### config.mk
export PLATFORM = sky130hd
export DESIGN_NAME = scatter_step_slice_schedule
export DESIGN_NICKNAME = d
export VERILOG_FILES = /design/src/design/scss_pkg.sv /design/src/design/scatter_step_slice_schedule.sv /design/src/design/scss_fifo.sv /design/src/design/scss_front.sv /design/src/design/scss_back.sv
export SDC_FILE = /design/constraint.sdc
export NUM_CORES = 1
export LEC_CHECK = 0
export BUFFER_PORTS_ARGS = -buffer_cell sky130_fd_sc_hd__buf_2
export CAP_MARGIN = 25
export CORE_MARGIN = 5
export CORE_UTILIZATION = 45
export DETAILED_ROUTE_END_ITERATION = 6
export SLEW_MARGIN = 20
export SYNTH_ARGS = -nofsm -noshare
export SYNTH_HDL_FRONTEND = slang
export SYNTH_SLANG_ARGS = --single-unit
### constraint.sdc
create_clock -name aclk -period 6.31 [get_ports aclk]
set_input_delay 1.262 -clock aclk [delete_from_list [all_inputs] [get_ports aclk]]
set_output_delay 1.262 -clock aclk [all_outputs]
set_load 0.01 [all_outputs]
### src/design/scss_pkg.sv
// ----------------------------------------------------------------------------
// scss_pkg
// Shared types, codes and helpers for the scatter step slice scheduler.
// ----------------------------------------------------------------------------
`default_nettype none

package scss_pkg;

    localparam int MAX_RANKS   = 64;
    localparam int RANK_W      = 7;
    localparam int POS_W       = 6;
    localparam int STEP_W      = 3;
    localparam int SCNT_W      = 3;
    localparam int TOTAL_W     = 6;
    localparam int CFG_IDX_W   = 2;
    localparam int CFG_DATA_W  = 7;
    localparam int S_TDATA_W   = 8;
    localparam int M_TDATA_W   = 24;
    localparam int QUEUE_DEPTH = 2;
    localparam int QPTR_W      = 1;
    localparam int QCNT_W      = 2;

    typedef enum logic [1:0] {
        ACT_IDLE = 2'd0,
        ACT_SEND = 2'd1,
        ACT_RECV = 2'd2
    } action_t;

    typedef enum logic [CFG_IDX_W-1:0] {
        CFG_RANK_COUNT    = 2'd0,
        CFG_STEP_COUNT    = 2'd1,
        CFG_OWN_POSITION  = 2'd2,
        CFG_ROOT_POSITION = 2'd3
    } cfg_index_t;

    typedef enum logic [1:0] {
        F_IDLE,
        F_ITER,
        F_CALC,
        F_DECIDE
    } front_state_t;

    typedef struct packed {
        logic [RANK_W-1:0] rank_count;
        logic [SCNT_W-1:0] step_count;
        logic [POS_W-1:0]  own_position;
        logic [POS_W-1:0]  root_position;
    } cfg_t;

    typedef struct packed {
        action_t            action;
        logic [POS_W-1:0]   partner;
        logic [POS_W-1:0]   first_index;
        logic [TOTAL_W-1:0] total;
        logic [POS_W-1:0]   stride;
        logic [RANK_W-1:0]  ranks;
    } cmd_t;

    // one restoring-remainder step: shift in a bit, subtract the modulus if it fits
    function automatic logic [POS_W-1:0] rem_step(input logic [POS_W-1:0] rem,
                                                  input logic bit_in,
                                                  input logic [RANK_W-1:0] r);
        logic [RANK_W-1:0] t;
        t = {rem, bit_in};
        if (t >= r) begin
            rem_step = POS_W'(t - r);
        end else begin
            rem_step = POS_W'(t);
        end
    endfunction

    // fold a value below twice the modulus back into range
    function automatic logic [POS_W-1:0] wrap_once(input logic [7:0] t,
                                                   input logic [RANK_W-1:0] r);
        if (t >= {1'b0, r}) begin
            wrap_once = POS_W'(t - {1'b0, r});
        end else begin
            wrap_once = POS_W'(t);
        end
    endfunction

endpackage

`default_nettype wire

### src/design/scatter_step_slice_schedule.sv
// ----------------------------------------------------------------------------
// scatter_step_slice_schedule
// One rank's role in one step of a halving-distance scatter: send, receive
// or idle, with the partner position and one result per moved slice.
//
//   channel   dir  handshake            payload
//   s_        in   s_tvalid/s_tready    s_tdata[2:0] step
//   m_        out  m_tvalid/m_tready    m_tdata partner/slice/total, m_tuser
//                                       action, m_tlast last
//   cfg_      in   cfg_valid/cfg_ready  cfg_index, cfg_data
//
// the front takes a step in its accepting state, then runs 8 remainder/doubling
// iterations, a calc state and a decide state that pushes into the queue, and
// takes no new step until that push; the back loads a command and then emits
// one result per cycle while m_tready is high (1 to 32 results per command)
// reset is synchronous; the queue holds two commands so the front keeps
// classifying while m_tready is low
// ----------------------------------------------------------------------------
`default_nettype none

module scatter_step_slice_schedule (
    input  wire logic                              aclk,
    input  wire logic                              aresetn,
    input  wire logic                              s_tvalid,
    output logic                                   s_tready,
    input  wire logic [scss_pkg::S_TDATA_W-1:0]    s_tdata,   // [2:0] step
    output logic                                   m_tvalid,
    input  wire logic                              m_tready,
    output logic [scss_pkg::M_TDATA_W-1:0]         m_tdata,   // [5:0] partner_position,
                                                              // [11:6] slice_index,
                                                              // [17:12] slice_total
    output logic [1:0]                             m_tuser,   // [1:0] action
    output logic                                   m_tlast,
    input  wire logic                              cfg_valid,
    output logic                                   cfg_ready,
    input  wire logic [scss_pkg::CFG_IDX_W-1:0]    cfg_index,
    input  wire logic [scss_pkg::CFG_DATA_W-1:0]   cfg_data
);
    import scss_pkg::*;

    cfg_t cfg_reg, cfg_next;
    logic push, full, pop, pop_valid;
    cmd_t push_cmd, pop_cmd;

    assign cfg_ready = 1'b1;

    always_comb begin
        cfg_next = cfg_reg;
        if (cfg_valid) begin
            case (cfg_index_t'(cfg_index))
                CFG_RANK_COUNT:    cfg_next.rank_count    = cfg_data[RANK_W-1:0];
                CFG_STEP_COUNT:    cfg_next.step_count    = cfg_data[SCNT_W-1:0];
                CFG_OWN_POSITION:  cfg_next.own_position  = cfg_data[POS_W-1:0];
                CFG_ROOT_POSITION: cfg_next.root_position = cfg_data[POS_W-1:0];
                default: begin
                    cfg_next = cfg_reg;
                end
            endcase
        end
    end

    always_ff @(posedge aclk) begin
        if (!aresetn) begin
            cfg_reg.rank_count    <= RANK_W'(MAX_RANKS);
            cfg_reg.step_count    <= SCNT_W'(6);
            cfg_reg.own_position  <= '0;
            cfg_reg.root_position <= '0;
        end else begin
            cfg_reg <= cfg_next;
        end
    end

    scss_front u_front (
        .aclk     (aclk),
        .aresetn  (aresetn),
        .cfg      (cfg_reg),
        .s_tvalid (s_tvalid),
        .s_tready (s_tready),
        .s_step   (s_tdata[STEP_W-1:0]),
        .push     (push),
        .push_cmd (push_cmd),
        .full     (full)
    );

    scss_fifo u_fifo (
        .aclk      (aclk),
        .aresetn   (aresetn),
        .push      (push),
        .push_cmd  (push_cmd),
        .full      (full),
        .pop       (pop),
        .pop_cmd   (pop_cmd),
        .pop_valid (pop_valid)
    );

    scss_back u_back (
        .aclk      (aclk),
        .aresetn   (aresetn),
        .pop_cmd   (pop_cmd),
        .pop_valid (pop_valid),
        .pop       (pop),
        .m_tvalid  (m_tvalid),
        .m_tready  (m_tready),
        .m_tdata   (m_tdata),
        .m_tuser   (m_tuser),
        .m_tlast   (m_tlast)
    );

endmodule

`default_nettype wire

### src/design/scss_fifo.sv
// ----------------------------------------------------------------------------
// scss_fifo
// Short command queue between the classifier front and the emitter back.
// ----------------------------------------------------------------------------
`default_nettype none

module scss_fifo (
    input  wire logic          aclk,
    input  wire logic          aresetn,
    input  wire logic          push,
    input  scss_pkg::cmd_t     push_cmd,
    output logic               full,
    input  wire logic          pop,
    output scss_pkg::cmd_t     pop_cmd,
    output logic               pop_valid
);
    import scss_pkg::*;

    cmd_t              entry_reg [QUEUE_DEPTH];
    logic [QPTR_W-1:0] wr_ptr_reg, wr_ptr_next;
    logic [QPTR_W-1:0] rd_ptr_reg, rd_ptr_next;
    logic [QCNT_W-1:0] count_reg, count_next;
    logic              do_push, do_pop;

    assign full      = (count_reg == QCNT_W'(QUEUE_DEPTH));
    assign pop_valid = (count_reg != '0);
    assign pop_cmd   = entry_reg[rd_ptr_reg];
    assign do_push   = push && !full;
    assign do_pop    = pop && pop_valid;

    always_comb begin
        wr_ptr_next = do_push ? wr_ptr_reg + 1'b1 : wr_ptr_reg;
        rd_ptr_next = do_pop ? rd_ptr_reg + 1'b1 : rd_ptr_reg;
        count_next  = count_reg;
        if (do_push && !do_pop) begin
            count_next = count_reg + 1'b1;
        end else if (do_pop && !do_push) begin
            count_next = count_reg - 1'b1;
        end
    end

    always_ff @(posedge aclk) begin
        if (!aresetn) begin
            wr_ptr_reg <= '0;
            rd_ptr_reg <= '0;
            count_reg  <= '0;
        end else begin
            wr_ptr_reg <= wr_ptr_next;
            rd_ptr_reg <= rd_ptr_next;
            count_reg  <= count_next;
        end
    end

    always_ff @(posedge aclk) begin
        if (do_push) begin
            entry_reg[wr_ptr_reg] <= push_cmd;
        end
    end

endmodule

`default_nettype wire

### src/design/scss_front.sv
// ----------------------------------------------------------------------------
// scss_front
// Takes a step number, reduces positions and distances modulo the rank
// count bit by bit, and classifies the step as send, receive or idle.
// ----------------------------------------------------------------------------
`default_nettype none

module scss_front (
    input  wire logic                         aclk,
    input  wire logic                         aresetn,
    input  scss_pkg::cfg_t                    cfg,
    input  wire logic                         s_tvalid,
    output logic                              s_tready,
    input  wire logic [scss_pkg::STEP_W-1:0]  s_step,
    output logic                              push,
    output scss_pkg::cmd_t                    push_cmd,
    input  wire logic                         full
);
    import scss_pkg::*;

    front_state_t      state_reg, state_next;
    logic [2:0]        cnt_reg, cnt_next;
    logic [STEP_W-1:0] step_reg, step_next;
    logic [RANK_W-1:0] r_reg, r_next;
    logic [POS_W-1:0]  own_reg, own_next;
    logic [POS_W-1:0]  root_reg, root_next;
    logic [POS_W-1:0]  dm_reg, dm_next;
    logic [POS_W-1:0]  ds_reg, ds_next;
    logic [POS_W-1:0]  delta_reg, delta_next;
    logic [7:0]        d_reg, d_next;
    logic [TOTAL_W-1:0] nsl_reg, nsl_next;
    logic [7:0]        nranks_reg, nranks_next;

    logic [RANK_W-1:0] r_eff;
    logic [7:0]        own_ext, root_ext;
    logic [8:0]        slice_sum;
    logic [7:0]        d_val;
    logic              perfect, last_step;
    logic              is_send, is_recv;
    logic [8:0]        recv_bound;

    always_comb begin
        if (cfg.rank_count == '0) begin
            r_eff = RANK_W'(1);
        end else if (cfg.rank_count > RANK_W'(MAX_RANKS)) begin
            r_eff = RANK_W'(MAX_RANKS);
        end else begin
            r_eff = cfg.rank_count;
        end
    end

    assign own_ext  = {2'b00, cfg.own_position};
    assign root_ext = {2'b00, cfg.root_position};
    assign s_tready = (state_reg == F_IDLE);

    always_comb begin
        state_next  = state_reg;
        cnt_next    = cnt_reg;
        step_next   = step_reg;
        r_next      = r_reg;
        own_next    = own_reg;
        root_next   = root_reg;
        dm_next     = dm_reg;
        ds_next     = ds_reg;
        delta_next  = delta_reg;
        d_next      = d_reg;
        nsl_next    = nsl_reg;
        nranks_next = nranks_reg;
        push        = 1'b0;

        d_val      = 8'(1) << step_reg;
        slice_sum  = 9'(r_reg) - 9'd1 + 9'(d_val);
        perfect    = ((r_reg & (r_reg - 1'b1)) == '0);
        last_step  = ({1'b0, step_reg} + 4'd1) == {1'b0, cfg.step_count};
        is_send    = {2'b00, delta_reg} < nranks_reg;
        recv_bound = {1'b0, nranks_reg} + {1'b0, d_reg};
        is_recv    = ({2'b00, delta_reg} >= d_reg) && ({3'b000, delta_reg} < recv_bound);

        push_cmd.ranks  = r_reg;
        push_cmd.stride = ds_reg;
        push_cmd.total  = nsl_reg;
        if (is_send) begin
            push_cmd.action      = ACT_SEND;
            push_cmd.partner     = wrap_once(8'(own_reg) + 8'(r_reg) - 8'(dm_reg), r_reg);
            push_cmd.first_index = push_cmd.partner;
        end else begin
            push_cmd.action      = ACT_RECV;
            push_cmd.partner     = wrap_once(8'(own_reg) + 8'(dm_reg), r_reg);
            push_cmd.first_index = own_reg;
        end
        if ((!is_send && !is_recv) || nsl_reg == '0) begin
            push_cmd.action      = ACT_IDLE;
            push_cmd.partner     = '0;
            push_cmd.first_index = '0;
            push_cmd.total       = '0;
        end

        case (state_reg)
            F_IDLE: begin
                if (s_tvalid) begin
                    step_next  = s_step;
                    r_next     = r_eff;
                    own_next   = '0;
                    root_next  = '0;
                    dm_next    = (r_eff == RANK_W'(1)) ? POS_W'(0) : POS_W'(1);
                    ds_next    = (r_eff <= RANK_W'(2)) ? POS_W'(0) : POS_W'(2);
                    cnt_next   = '0;
                    state_next = F_ITER;
                end
            end
            F_ITER: begin
                own_next  = rem_step(own_reg, own_ext[~cnt_reg], r_reg);
                root_next = rem_step(root_reg, root_ext[~cnt_reg], r_reg);
                if (cnt_reg < step_reg) begin
                    dm_next = rem_step(dm_reg, 1'b0, r_reg);
                    ds_next = rem_step(ds_reg, 1'b0, r_reg);
                end
                cnt_next = cnt_reg + 1'b1;
                if (cnt_reg == 3'd7) begin
                    state_next = F_CALC;
                end
            end
            F_CALC: begin
                delta_next = wrap_once(8'(root_reg) + 8'(r_reg) - 8'(own_reg), r_reg);
                d_next     = d_val;
                nsl_next   = TOTAL_W'(slice_sum >> ({1'b0, step_reg} + 4'd1));
                if (!perfect && last_step) begin
                    nranks_next = ({1'b0, r_reg} > d_val) ? 8'(r_reg) - d_val : 8'd0;
                end else begin
                    nranks_next = d_val;
                end
                state_next = F_DECIDE;
            end
            F_DECIDE: begin
                if (!full) begin
                    push       = 1'b1;
                    state_next = F_IDLE;
                end
            end
            default: begin
                state_next = F_IDLE;
            end
        endcase
    end

    always_ff @(posedge aclk) begin
        if (!aresetn) begin
            state_reg <= F_IDLE;
            cnt_reg   <= '0;
        end else begin
            state_reg <= state_next;
            cnt_reg   <= cnt_next;
        end
    end

    always_ff @(posedge aclk) begin
        step_reg   <= step_next;
        r_reg      <= r_next;
        own_reg    <= own_next;
        root_reg   <= root_next;
        dm_reg     <= dm_next;
        ds_reg     <= ds_next;
        delta_reg  <= delta_next;
        d_reg      <= d_next;
        nsl_reg    <= nsl_next;
        nranks_reg <= nranks_next;
    end

endmodule

`default_nettype wire

### src/design/scss_back.sv
// ----------------------------------------------------------------------------
// scss_back
// Emits one result per moved slice per queued command, or one for an idle one,
// stepping the slice index back by the stride modulo the rank count.
// ----------------------------------------------------------------------------
`default_nettype none

module scss_back (
    input  wire logic                          aclk,
    input  wire logic                          aresetn,
    input  scss_pkg::cmd_t                     pop_cmd,
    input  wire logic                          pop_valid,
    output logic                               pop,
    output logic                               m_tvalid,
    input  wire logic                          m_tready,
    output logic [scss_pkg::M_TDATA_W-1:0]     m_tdata,
    output logic [1:0]                         m_tuser,
    output logic                               m_tlast
);
    import scss_pkg::*;

    cmd_t               cmd_reg, cmd_next;
    logic               busy_reg, busy_next;
    logic [TOTAL_W-1:0] left_reg, left_next;
    logic [POS_W-1:0]   idx_reg, idx_next;
    logic               valid_reg, valid_next;
    action_t            act_reg, act_next;
    logic [POS_W-1:0]   partner_reg, partner_next;
    logic [POS_W-1:0]   slice_reg, slice_next;
    logic [TOTAL_W-1:0] total_reg, total_next;
    logic               last_reg, last_next;
    logic               out_free;

    assign out_free = !valid_reg || m_tready;
    assign m_tvalid = valid_reg;
    assign m_tuser  = act_reg;
    assign m_tlast  = last_reg;
    assign m_tdata  = {6'b000000, total_reg, slice_reg, partner_reg};

    always_comb begin
        cmd_next     = cmd_reg;
        busy_next    = busy_reg;
        left_next    = left_reg;
        idx_next     = idx_reg;
        valid_next   = valid_reg;
        act_next     = act_reg;
        partner_next = partner_reg;
        slice_next   = slice_reg;
        total_next   = total_reg;
        last_next    = last_reg;
        pop          = 1'b0;

        if (out_free) begin
            valid_next = 1'b0;
        end

        if (busy_reg) begin
            if (out_free) begin
                valid_next   = 1'b1;
                act_next     = cmd_reg.action;
                partner_next = cmd_reg.partner;
                slice_next   = idx_reg;
                total_next   = cmd_reg.total;
                last_next    = (left_reg == TOTAL_W'(1));
                idx_next     = wrap_once(8'(idx_reg) + 8'(cmd_reg.ranks) - 8'(cmd_reg.stride),
                                         cmd_reg.ranks);
                left_next    = left_reg - 1'b1;
                if (left_reg == TOTAL_W'(1)) begin
                    busy_next = 1'b0;
                end
            end
        end else if (pop_valid) begin
            pop       = 1'b1;
            cmd_next  = pop_cmd;
            busy_next = 1'b1;
            idx_next  = pop_cmd.first_index;
            left_next = (pop_cmd.total == '0) ? TOTAL_W'(1) : pop_cmd.total;
        end
    end

    always_ff @(posedge aclk) begin
        if (!aresetn) begin
            busy_reg  <= 1'b0;
            valid_reg <= 1'b0;
            left_reg  <= '0;
        end else begin
            busy_reg  <= busy_next;
            valid_reg <= valid_next;
            left_reg  <= left_next;
        end
    end

    always_ff @(posedge aclk) begin
        cmd_reg     <= cmd_next;
        idx_reg     <= idx_next;
        act_reg     <= act_next;
        partner_reg <= partner_next;
        slice_reg   <= slice_next;
        total_reg   <= total_next;
        last_reg    <= last_next;
    end

endmodule

`default_nettype wire

==> reports/metrics.csv <==
metric,value,unit
outcome,"finished, final reports clean",
largest_register_ffs,66,
slowest_delay,0.57,ns
grt_max_degree,37,
drv_cap,0,
drtIter0Drc,503,
die_w,188,µm
yosysSeqAreaShare,44.1,%
area_growth,10.6,%
post_cts_buffers,0,
grt_pass1_wl,48400,µm
critPathMaxFanout,7,
worst_ep_arrival_time,4.74,ns
final_hold_viol_count,0,
critPathSlowestCell,edfxtp_1,
period_share,69.7,%
min_path_type,flop to flop,
critPathBufInv,2,
cts.sinks,222,
finalSetupViolCount,0,
maxSlewViolCount,0,
worst_path_dominant_cell_family,adder cells,
io_buffers,39,
cts_resized,0,
synth-edff-count,182,
detailed_place_hpwl,22400,µm
start_util,45.3,%
clk_path_buf_depth,3,
synth_top_area_cell,edfxtp_1,
io_pins,52,
htree_levels,1,
syn-cell-area,14200,µm²
maxSlewHeadroom,39.7,%
hold_ws,0.417,ns
syn_area_per_cell,11.0,µm²
drc,0,
gr-usage-all-layers,16.8,%
cp-end-kind,flop,
drtAntennaViolNets,0,
worst_pin_slew,0.905,ns
layout-drive-gt1-share,11.4,%
coreArea,31400,µm²
period_minus_slack,4.40,ns
globalplace.congestion,0.864,
cts_buffers,25,
synthCells,1291,
dpl_cell_area,14900,µm²
antenna_found_initial,0,
tritoncts,done,
grt_setup_unrepaired,false,
final_cell_mix,"edfxtp_1 (182), ha_1 (151), inv_1 (143)",
tns,0,ns
design_area,15700,µm²
wl_per_cell,17.0,µm
num_vias,9448,
path_cells,inv_1 > fa_1 > inv_1 > fa_1 > a21o_1 > a21oi_1 > xnor2_1 > ha_1 > o21a_1 > o31a_1 > o221ai_1 > nand4bb_1 > mux2i_1 > or2_2 > a21oi_1,
yosysTopAreaCellShare,38.5,%
fmax,227,MHz
async_reset_ff_share,0,%
wirelength,29900,µm
ys_warn_count,0,
cp.required,6.66,ns
fin_nets,1546,
viasPerCell,5.36,
final_common_cell,edfxtp_1,
grt-ovfl-total,0,
path_class,flop to flop,
root_buffer,clkbuf_16,
ys_types,73,
synthTopCellsByArea,"edfxtp_1 (38%), ha_1 (13%), dfxtp_1 (5.6%)",
die_h,188,µm
yosys_register_bits,222,
start_kind,flop,
clk_latency,0.53,ns
synthFlopType,edfxtp_1,
grt_pass1_vias,9362,
path_clk_slew,0.06,ns
dr.pass1.iters,5,
finClkSkew,0.0137,ns
postCtsHoldBufs,0,
antennaDiodeCount,0,
rows,65,
dieArea,35200,µm²
-- cell families after synthesis --
kind of cell	after synthesis	synth area share, %
simple gates	279	9.76
compound gates	270	12.2
flops	222	44.1
fa+ha+maj	181	17.5
buf+inv	180	4.97
mux	93	7.44
xor+xnor	64	3.94
other cells	2	0.0529
-- through the flow --
step / std cells / setup slack [ns] / util [%]
2_1_floorplan: 1296 / 1.94 / -
3_3_place_gp: 1718 / 2.01 / 47.4
3_5_place_dp: 1718 / 1.95 / 47.4
4_1_cts: 1764 / 1.92 / 50.1
5_1_grt: 1764 / 1.65 / 50.1
6_report: 1764 / 1.91 / 50.1
-- area by class of cell --
cell class                      count  area, µm²
Inverter                          148        556
Timing Repair Buffer               52        293
Tap cell                          402        503
Clock buffer                       29        651
Fill cell                        2816      15700
Multi-Input combinational cell    894       7260
Sequential cell                   222       6270
Clock inverter                     17        185
-- per-layer routing --
layer	part of all wire, %	global-route usage [%]	vias up
met2	47	28.2	176
met1	47	22.9	4472
met5	0	0	-
met3	3.8	2.33	53
met4	2.9	4.97	0
li1	-	-	4747
-- worst paths after layout --
path                                     from                           endpoint  slack (ns)  cells past startpoint
max          u_front.own_reg[1]$_SDFFCE_PN0P_  u_fifo.entry_reg[0][27]$_DFFE_PP_        1.91                     15
min              u_back.cmd_reg[31]$_DFFE_PP_        u_back.m_tuser[0]$_DFFE_PP_        0.42                      0
max reg2reg  u_front.own_reg[1]$_SDFFCE_PN0P_  u_fifo.entry_reg[0][27]$_DFFE_PP_        1.91                     15
min reg2reg      u_back.cmd_reg[31]$_DFFE_PP_        u_back.m_tuser[0]$_DFFE_PP_        0.42                      0
-- Yosys cell counts (all sizes together), types with 30 or more instances --
master and instances:
a21oi 75, dfxtp 40, edfxtp 182, fa 30, ha 151, inv 143
mux2 45, mux2i 43, nand2 50, nor2 95, o21ai 58, xnor2 42
Power is not shown: default switching activity piles up to over one toggle a cycle in this logic, so the estimate is an artifact.
